$ cat src/sv/pfd_pkg.sv
// ----------------------------------------------------------------------------
// pfd_pkg
// Shared widths, register indexes and reset values of the PID step core.
// ----------------------------------------------------------------------------
`default_nettype none
package pfd_pkg;
  localparam int DataW   = 32;  // error, gains, drive
  localparam int DtW     = 24;  // time step, Q0.24
  localparam int SlopeW  = 48;  // smoothed derivative
  localparam int MulAW   = 49;  // multiplicand width of the shared multiplier
  localparam int MulBW   = 33;  // multiplier width (signed)
  localparam int ProdW   = MulAW + MulBW;
  localparam int NumW    = 56;  // dividend width, |diff| << 24
  localparam int CfgIdxW = 3;

  typedef enum logic [CfgIdxW-1:0] {
    REG_PROP_GAIN   = 3'd0,
    REG_INTEG_GAIN  = 3'd1,
    REG_DERIV_GAIN  = 3'd2,
    REG_OUT_LIMIT   = 3'd3,
    REG_SMOOTH      = 3'd4
  } cfg_reg_t;

  localparam logic [30:0] OutLimitReset = 31'h7FFF_FFFF;
  localparam logic [15:0] SmoothReset   = 16'd6554;
endpackage
`default_nettype wire

$ cat src/sv/pfd_mul.sv
// ----------------------------------------------------------------------------
// pfd_mul
// Shared shift-add multiplier: signed 49 x signed 33 bits, one bit a cycle.
// ----------------------------------------------------------------------------
`default_nettype none
module pfd_mul (
  input  wire logic                                clk,
  input  wire logic                                rst,
  input  wire logic                                start,
  input  wire logic signed [pfd_pkg::MulAW-1:0]    a,
  input  wire logic signed [pfd_pkg::MulBW-1:0]    b,
  output logic                                     done,
  output logic signed [pfd_pkg::ProdW-1:0]         product
);
  localparam logic [5:0] LastBit = 6'(pfd_pkg::MulBW - 1);

  logic                               busy;
  logic [5:0]                         cnt;
  logic signed [pfd_pkg::ProdW-1:0]   acc;
  logic signed [pfd_pkg::ProdW-1:0]   mcand;
  logic [pfd_pkg::MulBW-1:0]          mplier;
  logic signed [pfd_pkg::ProdW-1:0]   addend;

  // Sign bit of the multiplier carries negative weight
  always_comb begin
    if (!mplier[0]) begin
      addend = '0;
    end else if (cnt == LastBit) begin
      addend = -mcand;
    end else begin
      addend = mcand;
    end
  end

  // Step one multiplier bit a cycle
  always_ff @(posedge clk) begin
    if (rst) begin
      busy <= 1'b0;
      done <= 1'b0;
    end else begin
      done <= 1'b0;
      if (start) begin
        busy <= 1'b1;
        cnt  <= '0;
      end else if (busy) begin
        cnt <= cnt + 6'd1;
        if (cnt == LastBit) begin
          busy <= 1'b0;
          done <= 1'b1;
        end
      end
    end
  end

  // Datapath
  always_ff @(posedge clk) begin
    if (start) begin
      acc    <= '0;
      mcand  <= pfd_pkg::ProdW'(a);
      mplier <= b;
    end else if (busy) begin
      acc    <= acc + addend;
      mcand  <= mcand <<< 1;
      mplier <= mplier >> 1;
    end
  end

  assign product = acc;
endmodule
`default_nettype wire

$ cat src/sv/pfd_div.sv
// ----------------------------------------------------------------------------
// pfd_div
// Restoring divider: unsigned 56-bit dividend by 24-bit divisor, a bit a cycle.
// ----------------------------------------------------------------------------
`default_nettype none
module pfd_div (
  input  wire logic                          clk,
  input  wire logic                          rst,
  input  wire logic                          start,
  input  wire logic [pfd_pkg::NumW-1:0]      num,
  input  wire logic [pfd_pkg::DtW-1:0]       den,
  output logic                               done,
  output logic [pfd_pkg::NumW-1:0]           quot
);
  localparam logic [5:0] LastStep = 6'(pfd_pkg::NumW - 1);

  logic                          busy;
  logic [5:0]                    cnt;
  logic [pfd_pkg::DtW-1:0]       rem;
  logic [pfd_pkg::DtW-1:0]       dreg;
  logic [pfd_pkg::NumW-1:0]      nshift;
  logic [pfd_pkg::DtW+1:0]       trial;

  // Trial subtract of the divisor from the shifted remainder
  assign trial = {1'b0, rem, nshift[pfd_pkg::NumW-1]} - {2'b00, dreg};

  always_ff @(posedge clk) begin
    if (rst) begin
      busy <= 1'b0;
      done <= 1'b0;
    end else begin
      done <= 1'b0;
      if (start) begin
        busy <= 1'b1;
        cnt  <= '0;
      end else if (busy) begin
        cnt <= cnt + 6'd1;
        if (cnt == LastStep) begin
          busy <= 1'b0;
          done <= 1'b1;
        end
      end
    end
  end

  // Datapath: restore when the trial goes negative
  always_ff @(posedge clk) begin
    if (start) begin
      rem    <= '0;
      dreg   <= den;
      nshift <= num;
      quot   <= '0;
    end else if (busy) begin
      nshift <= nshift << 1;
      if (trial[pfd_pkg::DtW+1]) begin
        rem  <= {rem[pfd_pkg::DtW-2:0], nshift[pfd_pkg::NumW-1]};
        quot <= {quot[pfd_pkg::NumW-2:0], 1'b0};
      end else begin
        rem  <= trial[pfd_pkg::DtW-1:0];
        quot <= {quot[pfd_pkg::NumW-2:0], 1'b1};
      end
    end
  end
endmodule
`default_nettype wire

$ cat src/sv/pid_filtered_derivative_core.sv
// ----------------------------------------------------------------------------
// pid_filtered_derivative_core
// PID step with clamped integral and exponentially smoothed derivative.
// ----------------------------------------------------------------------------
// Sequence: a compute item takes six passes of the shared multiplier and one of
//   the divider, which a zero time step skips; a clear item only resets state.
//   A new item is accepted only in S_IDLE, once the previous result has been
//   loaded into the result register.
// Reset: synchronous, clears controller state, loads register defaults.
`default_nettype none
module pid_filtered_derivative_core (
  input  wire logic        clk,
  input  wire logic        rst,
  input  wire logic        s_axis_tvalid,
  output logic             s_axis_tready,
  input  wire logic [55:0] s_axis_tdata,  // [31:0] error, [55:32] time_step
  input  wire logic        s_axis_tuser,  // [0] op
  output logic             m_axis_tvalid,
  input  wire logic        m_axis_tready,
  output logic [31:0]      m_axis_tdata,  // [31:0] drive
  input  wire logic        cfg_valid,
  output logic             cfg_ready,
  input  wire logic [pfd_pkg::CfgIdxW-1:0] cfg_index,
  input  wire logic [31:0] cfg_data
);
  typedef enum logic [3:0] {
    S_IDLE, S_INTEG, S_DIV, S_SM_OLD, S_SM_RAW, S_PROP, S_INT_T, S_DER, S_OUT
  } state_t;

  state_t state;
  logic   launch;

  // Registers
  logic signed [31:0] prop_gain, integ_gain, deriv_gain;
  logic [30:0]        output_limit;
  logic [15:0]        smooth_factor;

  // Controller state and work registers
  logic signed [31:0]                 integral_sum, last_error, err_q;
  logic signed [pfd_pkg::SlopeW-1:0]  smoothed_slope, raw;
  logic                               primed;
  logic [pfd_pkg::DtW-1:0]            dt_q;
  logic signed [pfd_pkg::ProdW-1:0]   sm_acc, sum_acc;

  // Shared units
  logic signed [pfd_pkg::MulAW-1:0]   mul_a;
  logic signed [pfd_pkg::MulBW-1:0]   mul_b;
  logic                               mul_done, div_done;
  logic signed [pfd_pkg::ProdW-1:0]   prod;
  logic [pfd_pkg::NumW-1:0]           div_num, quot;

  logic signed [32:0] diff;
  logic [31:0]        abs_diff;
  logic signed [33:0] isum, ilim, iclamp;
  logic signed [pfd_pkg::ProdW-1:0]   sm_total, sum_total;
  logic signed [65:0] sh, lim, y;
  logic signed [pfd_pkg::SlopeW-1:0]  raw_next;

  logic in_xfer;
  assign in_xfer       = s_axis_tvalid && s_axis_tready;
  assign s_axis_tready = (state == S_IDLE);
  assign cfg_ready     = 1'b1;

  // Operand selection for the multiplier
  always_comb begin
    case (state)
      S_INTEG: begin
        mul_a = pfd_pkg::MulAW'(err_q);
        mul_b = pfd_pkg::MulBW'({1'b0, dt_q});
      end
      S_SM_OLD: begin
        mul_a = pfd_pkg::MulAW'(smoothed_slope);
        mul_b = pfd_pkg::MulBW'({1'b0, smooth_factor});
      end
      S_SM_RAW: begin
        mul_a = pfd_pkg::MulAW'(raw);
        mul_b = pfd_pkg::MulBW'(17'h10000 - {1'b0, smooth_factor});
      end
      S_PROP: begin
        mul_a = pfd_pkg::MulAW'(err_q);
        mul_b = pfd_pkg::MulBW'(prop_gain);
      end
      S_INT_T: begin
        mul_a = pfd_pkg::MulAW'(integral_sum);
        mul_b = pfd_pkg::MulBW'(integ_gain);
      end
      S_DER: begin
        mul_a = pfd_pkg::MulAW'(smoothed_slope);
        mul_b = pfd_pkg::MulBW'(deriv_gain);
      end
      default: begin
        mul_a = '0;
        mul_b = '0;
      end
    endcase
  end

  // Integral update and clamp
  always_comb begin
    isum = 34'(integral_sum) + $signed(prod[57:24]);
    ilim = $signed({4'b0000, output_limit[30:1]});
    if (isum > ilim) begin
      iclamp = ilim;
    end else if (isum < -ilim) begin
      iclamp = -ilim;
    end else begin
      iclamp = isum;
    end
  end

  // Slope magnitude, quotient sign and saturation
  always_comb begin
    diff     = 33'(err_q) - 33'(last_error);
    abs_diff = diff[32] ? 32'(-diff) : diff[31:0];
    div_num  = {abs_diff, 24'd0};
    if (diff[32]) begin
      raw_next = (quot > 56'h0000_8000_0000_0000) ? 48'sh8000_0000_0000
                                                   : -$signed(quot[47:0]);
    end else begin
      raw_next = (quot > 56'h0000_7FFF_FFFF_FFFF) ? 48'sh7FFF_FFFF_FFFF
                                                   : $signed(quot[47:0]);
    end
  end

  // Sums and output clamp
  always_comb begin
    sm_total  = sm_acc + prod;
    sum_total = sum_acc + prod;
    sh        = sum_acc[pfd_pkg::ProdW-1:16];
    lim       = $signed({35'd0, output_limit});
    if (sh > lim) begin
      y = lim;
    end else if (sh < -lim) begin
      y = -lim;
    end else begin
      y = sh;
    end
  end

  pfd_mul u_mul (
    .clk     (clk),
    .rst     (rst),
    .start   (launch && (state != S_DIV)),
    .a       (mul_a),
    .b       (mul_b),
    .done    (mul_done),
    .product (prod)
  );

  pfd_div u_div (
    .clk   (clk),
    .rst   (rst),
    .start (launch && (state == S_DIV)),
    .num   (div_num),
    .den   (dt_q),
    .done  (div_done),
    .quot  (quot)
  );

  // Sequencer, state and result register
  always_ff @(posedge clk) begin
    if (rst) begin
      state          <= S_IDLE;
      launch         <= 1'b0;
      m_axis_tvalid  <= 1'b0;
      prop_gain      <= '0;
      integ_gain     <= '0;
      deriv_gain     <= '0;
      output_limit   <= pfd_pkg::OutLimitReset;
      smooth_factor  <= pfd_pkg::SmoothReset;
      integral_sum   <= '0;
      last_error     <= '0;
      smoothed_slope <= '0;
      primed         <= 1'b0;
    end else begin
      launch <= 1'b0;
      if (m_axis_tvalid && m_axis_tready) begin
        m_axis_tvalid <= 1'b0;
      end
      // Register writes
      if (cfg_valid) begin
        case (cfg_index)
          pfd_pkg::REG_PROP_GAIN:  prop_gain     <= $signed(cfg_data);
          pfd_pkg::REG_INTEG_GAIN: integ_gain    <= $signed(cfg_data);
          pfd_pkg::REG_DERIV_GAIN: deriv_gain    <= $signed(cfg_data);
          pfd_pkg::REG_OUT_LIMIT:  output_limit  <= cfg_data[30:0];
          pfd_pkg::REG_SMOOTH:     smooth_factor <= cfg_data[15:0];
          default: ;
        endcase
      end
      case (state)
        S_IDLE: begin
          if (in_xfer) begin
            if (s_axis_tuser) begin
              integral_sum   <= '0;
              last_error     <= '0;
              smoothed_slope <= '0;
              primed         <= 1'b0;
            end else begin
              err_q  <= $signed(s_axis_tdata[31:0]);
              dt_q   <= s_axis_tdata[55:32];
              if (!primed) begin
                last_error <= $signed(s_axis_tdata[31:0]);
                primed     <= 1'b1;
              end
              state  <= S_INTEG;
              launch <= 1'b1;
            end
          end
        end
        S_INTEG: begin
          if (mul_done) begin
            integral_sum <= iclamp[31:0];
            launch       <= 1'b1;
            if (dt_q == '0) begin
              raw   <= '0;
              state <= S_SM_OLD;
            end else begin
              state <= S_DIV;
            end
          end
        end
        S_DIV: begin
          if (div_done) begin
            raw    <= raw_next;
            state  <= S_SM_OLD;
            launch <= 1'b1;
          end
        end
        S_SM_OLD: begin
          if (mul_done) begin
            sm_acc <= prod;
            state  <= S_SM_RAW;
            launch <= 1'b1;
          end
        end
        S_SM_RAW: begin
          if (mul_done) begin
            smoothed_slope <= sm_total[63:16];
            last_error     <= err_q;
            state          <= S_PROP;
            launch         <= 1'b1;
          end
        end
        S_PROP: begin
          if (mul_done) begin
            sum_acc <= prod;
            state   <= S_INT_T;
            launch  <= 1'b1;
          end
        end
        S_INT_T: begin
          if (mul_done) begin
            sum_acc <= sum_total;
            state   <= S_DER;
            launch  <= 1'b1;
          end
        end
        S_DER: begin
          if (mul_done) begin
            sum_acc <= sum_total;
            state   <= S_OUT;
          end
        end
        S_OUT: begin
          // Hold until the result register is free
          if (!m_axis_tvalid || m_axis_tready) begin
            m_axis_tdata  <= y[31:0];
            m_axis_tvalid <= 1'b1;
            state         <= S_IDLE;
          end
        end
        default: state <= S_IDLE;
      endcase
    end
  end
endmodule
`default_nettype wire

$ cat config.mk
export PLATFORM = sky130hd
export DESIGN_NAME = pid_filtered_derivative_core
export DESIGN_NICKNAME = d
export VERILOG_FILES = /design/src/sv/pfd_pkg.sv /design/src/sv/pfd_mul.sv /design/src/sv/pfd_div.sv /design/src/sv/pid_filtered_derivative_core.sv
export SDC_FILE = /design/constraint.sdc
export NUM_CORES = 2
export LEC_CHECK = 0
export ABC_AREA = 1
export BUFFER_PORTS_ARGS = -buffer_cell sky130_fd_sc_hd__buf_4
export CAP_MARGIN = 10
export CORE_ASPECT_RATIO = 1.1
export CORE_MARGIN = 5
export CORE_UTILIZATION = 40
export CTS_BUF_LIST = sky130_fd_sc_hd__clkbuf_8
export CTS_CLUSTER_SIZE = 20
export DETAILED_ROUTE_END_ITERATION = 12
export SETUP_SLACK_MARGIN = 0.4
export SYNTH_ARGS = -nofsm -noshare
export SYNTH_HDL_FRONTEND = slang
export SYNTH_HIERARCHICAL = 1
export SYNTH_SLANG_ARGS = --single-unit
$ cat constraint.sdc
create_clock -name clk -period 12.8 [get_ports clk]
set_input_delay 2.56 -clock clk [delete_from_list [all_inputs] [get_ports clk]]
set_output_delay 2.56 -clock clk [all_outputs]
set_load 0.01 [all_outputs]
==> flow_metrics.py <==
metrics = {
    "placement": {
        "port_buffers": 130,
        "hpwl_um": 243000,
        "place_area_um2": 73100,
        "routabilityCongestion": 1.00,
    },
    "worst_setup_path": {
        "worstPathArrival_ps": 6480,
        "cp_top_family": "simple AND/OR/NAND/NOR gates",
        "startpoint_type": "flip-flop",
        "critical-path-slowest-cell": "buf_4",
        "path_max_fanout": 63,
        "critPathKind": "reg2reg",
        "cp_slowest_stage_delay_ps": 440,
        "end_kind": "flip-flop",
        "required_ps": 13510,
        "path_common_cell": "nand2_1",
        "cp_num_buf_inv": 4,
    },
    "clock_tree": {
        "clk_latency_ps": 980,
        "htree_levels": 4,
        "cts_tree": "built",
        "cts_hold_buffers": 0,
        "root_buffer": "clkbuf_8",
        "cts_setup_buffers": 0,
        "cts_inserted_buffers": 169,
        "cts.sinks": 917,
        "clock_path_buffers": 3,
        "cts_resized": 0,
        "path_clk_slew_ps": 60,
    },
    "timing": {
        "hold_ws_ps": 458,
        "slew_violations": 0,
        "fmax_mhz": 173,
        "tns_ps": 0,
        "rsz0062_at_grt": "false",
        "hold_violations": 0,
        "min_period_ps": 5770,
        "tightest_slew_ps": 1220,
        "setup_violations": 0,
        "clock_skew_ps": 73.0,
        "min_period_over_period_pct": 45.1,
        "relSlewSlack_pct": 17.8,
    },
    "power_and_ir_drop": {
        "switching_share_pct": 48.7,
        "p_comb_share_pct": 49.9,
        "p_leak_nw": 34.2,
        "seqPwrFrac_pct": 28.9,
        "power_frac_clock_pct": 21.2,
        "max-vdd-ir-drop_v": 0.000141,
        "intPower_mw": 7.50,
        "p_sw_mw": 7.13,
        "powerDensity_nw_per_um2": 191,
    },
    "synth": {
        "synth-edff-count": 489,
        "yosysUniqueCellTypes": 77,
        "ys_async_sr_fraction_pct": 0,
        "syn-cell-area_um2": 69500,
        "synth_flop_cell": "edfxtp_1",
        "ys_seq_elements": 917,
        "netlist_instances": 10118,
        "yosys_warnings": 6,
        "avgSynthCellArea_um2": 6.87,
        "synth_seq_area_share_pct": 33.5,
    },
    "drt": {
        "drtAntennaViolNets": 0,
        "drtIter0Drc": 6854,
        "firstDrtPassIters": 7,
        "post_drt_wl_per_cell_um": 24.0,
        "routed_wl_um": 305000,
        "drc_errors": 0,
        "viasPerCell": 5.59,
        "via_count": 70772,
    },
    "global_routing": {
        "use_met1_pct": 44.4,
        "grt_pass1_wl_um": 445000,
        "grt-ovfl-total": 0,
        "grt_antenna_before_repair": 15,
        "grtUsageTotal_pct": 32.4,
        "busiest_layer": "met2",
        "grtUsageMet3_pct": 4.19,
        "grt_max_degree": 114,
        "met2_usage_pct": 52.2,
        "grt_pass1_vias": 67814,
    },
    "finish": {
        "fin_util_pct": 44.4,
        "fin_area_um2": 76700,
        "nFillCells": 18272,
        "seq_area_um2": 23300,
        "final_nets": 10832,
        "multi_input_area_um2": 40300,
        "area_delta_synth_final_pct": 10.4,
        "final_cell_mix": "2508 x nand2_1, 1290 x inv_1, 1187 x nor2_1, 765 x a21oi_1, 757 x o21ai_0",
        "final_common_cell": "nand2_1",
        "final_layout_size_suffix_gt1_share_pct": 6.97,
    },
    "status": {
        "status": "finished clean",
    },
    "die": {
        "die-area_um2": 182000,
        "io_pins": 132,
        "core_um2": 173000,
        "dieHeight_um": 447,
        "floorplan.initialDensity_pct": 40.2,
        "die_x_um": 407,
        "rows": 160,
    },
    "worst_hold_path": {
        "min_path_type": "reg2reg",
    },
    "job": {
        "cap_violations": 0,
    },
}
## worst paths after layout
| check | from | to | slack [ps] | cells past startpoint |
|---|---|---|---|---|
| worst min register to register | integ_gain[15]$_SDFFE_PP0P_ | integ_gain[15]$_SDFFE_PP0P_ | 460 | 2 |
| worst min-delay path | integ_gain[15]$_SDFFE_PP0P_ | integ_gain[15]$_SDFFE_PP0P_ | 460 | 2 |
| worst max register to register | output_limit[0]$_SDFFE_PP1P_ | m_axis_tdata[10]$_DFFE_PP_ | 7030 | 28 |
| worst max-delay path | output_limit[0]$_SDFFE_PP1P_ | m_axis_tdata[10]$_DFFE_PP_ | 7030 | 28 |
## power by group through the flow
| stage | logic, mW | clock network, mW | registers, mW |
|---|---|---|---|
| 2_1_floorplan | 4.72 | 0 | 4.01 |
| 3_3_place_gp | 7.13 | 0 | 4.25 |
| 3_5_place_dp | 7.12 | 0 | 4.27 |
| 4_1_cts | 7.17 | 3.17 | 4.21 |
| 5_1_grt | 7.99 | 3.30 | 4.26 |
| 6_report | 7.30 | 3.10 | 4.23 |
## per-stage QoR
| stage | setup WS, ps | std cells | power (mW) |
|---|---|---|---|
| floorplan | 1320 | 10141 | 8.73 |
| global placement | 6730 | 12346 | 11.4 |
| detailed placement | 6720 | 12346 | 11.4 |
| CTS | 7090 | 12665 | 14.5 |
| global route | 6440 | 12667 | 15.6 |
| finish | 7030 | 12671 | 14.6 |
## cells by family (layout without fill, tap and decap cells)
group / Yosys count / in the layout / synth area share, %
other: 2 / 31 / 0.0108
DFF: 917 / 917 / 33.5
buffers and inverters: 1595 / 1851 / 8.81
adders and majority gates: 486 / 486 / 8.80
and+or+nand+nor: 4756 / 4756 / 28.7
AOI/OAI and AO/OA: 2124 / 2124 / 17.2
xor gates and xnor gates: 238 / 238 / 3.01
## cell type report
cell class	instances	share of cell area (%)
diodes	6	0.0196
clock inverters	124	1.20
multi-input cells	7629	52.6
clock buffers	195	3.50
repair buffers	234	2.31
well taps	2268	3.70
flip-flops and latches	917	30.3
inverters	1298	6.36
## flip-flops by register name (all words and copies together), names as in the netlist, 33 cells and up
signal          count
raw                48
sm_acc             64
smoothed_slope     48
sum_acc            82
u_div/nshift       56
u_div/quot         56
u_mul/mcand        82
u_mul/mplier       33
u_mul/product      82
## tightest hold or removal path: stages (launching register included)
cell and delay, ps:
dfxtp_1 290, inv_1 60, a21oi_1 60
## routing by layer
metal | up-vias | part of all wire (%)
met5 | - | 0.0089
met4 | 4 | 4.3
met3 | 484 | 6.6
met2 | 2549 | 45
met1 | 33620 | 45
li1 | 34115 | -
## cell usage after synthesis (all sizes together) (7+ instances only)
cell     count  share of area, %
nor3       130               1.1
o21a        37              0.40
nor4        63              0.58
nand3b      28              0.30
or2         69              0.62
nand3      541               4.1
a21o        31              0.33
inv       1290               7.0
o2111ai     15              0.19
dfxtp      428                12
nor2      1233               6.9
ha         481               8.7
a221oi      20              0.25
xor2       140               1.8
a21boi      35              0.41
edfxtp     489                21
o31ai        7             0.076
a31oi      146               1.3
a21oi      775               5.6
clkbuf     210               1.1
buf         87              0.67
a22o         7             0.088
o221ai       9              0.11
o22ai       57              0.51
o21ai      829               6.0
nand2     2532                14
a221o       17              0.24
o21bai      43              0.49
clkinv       8             0.043
xnor2       98               1.2
a211oi      35              0.38
o211ai      44              0.48
nand4      145               1.3
Power figures use the tool's default switching activity.
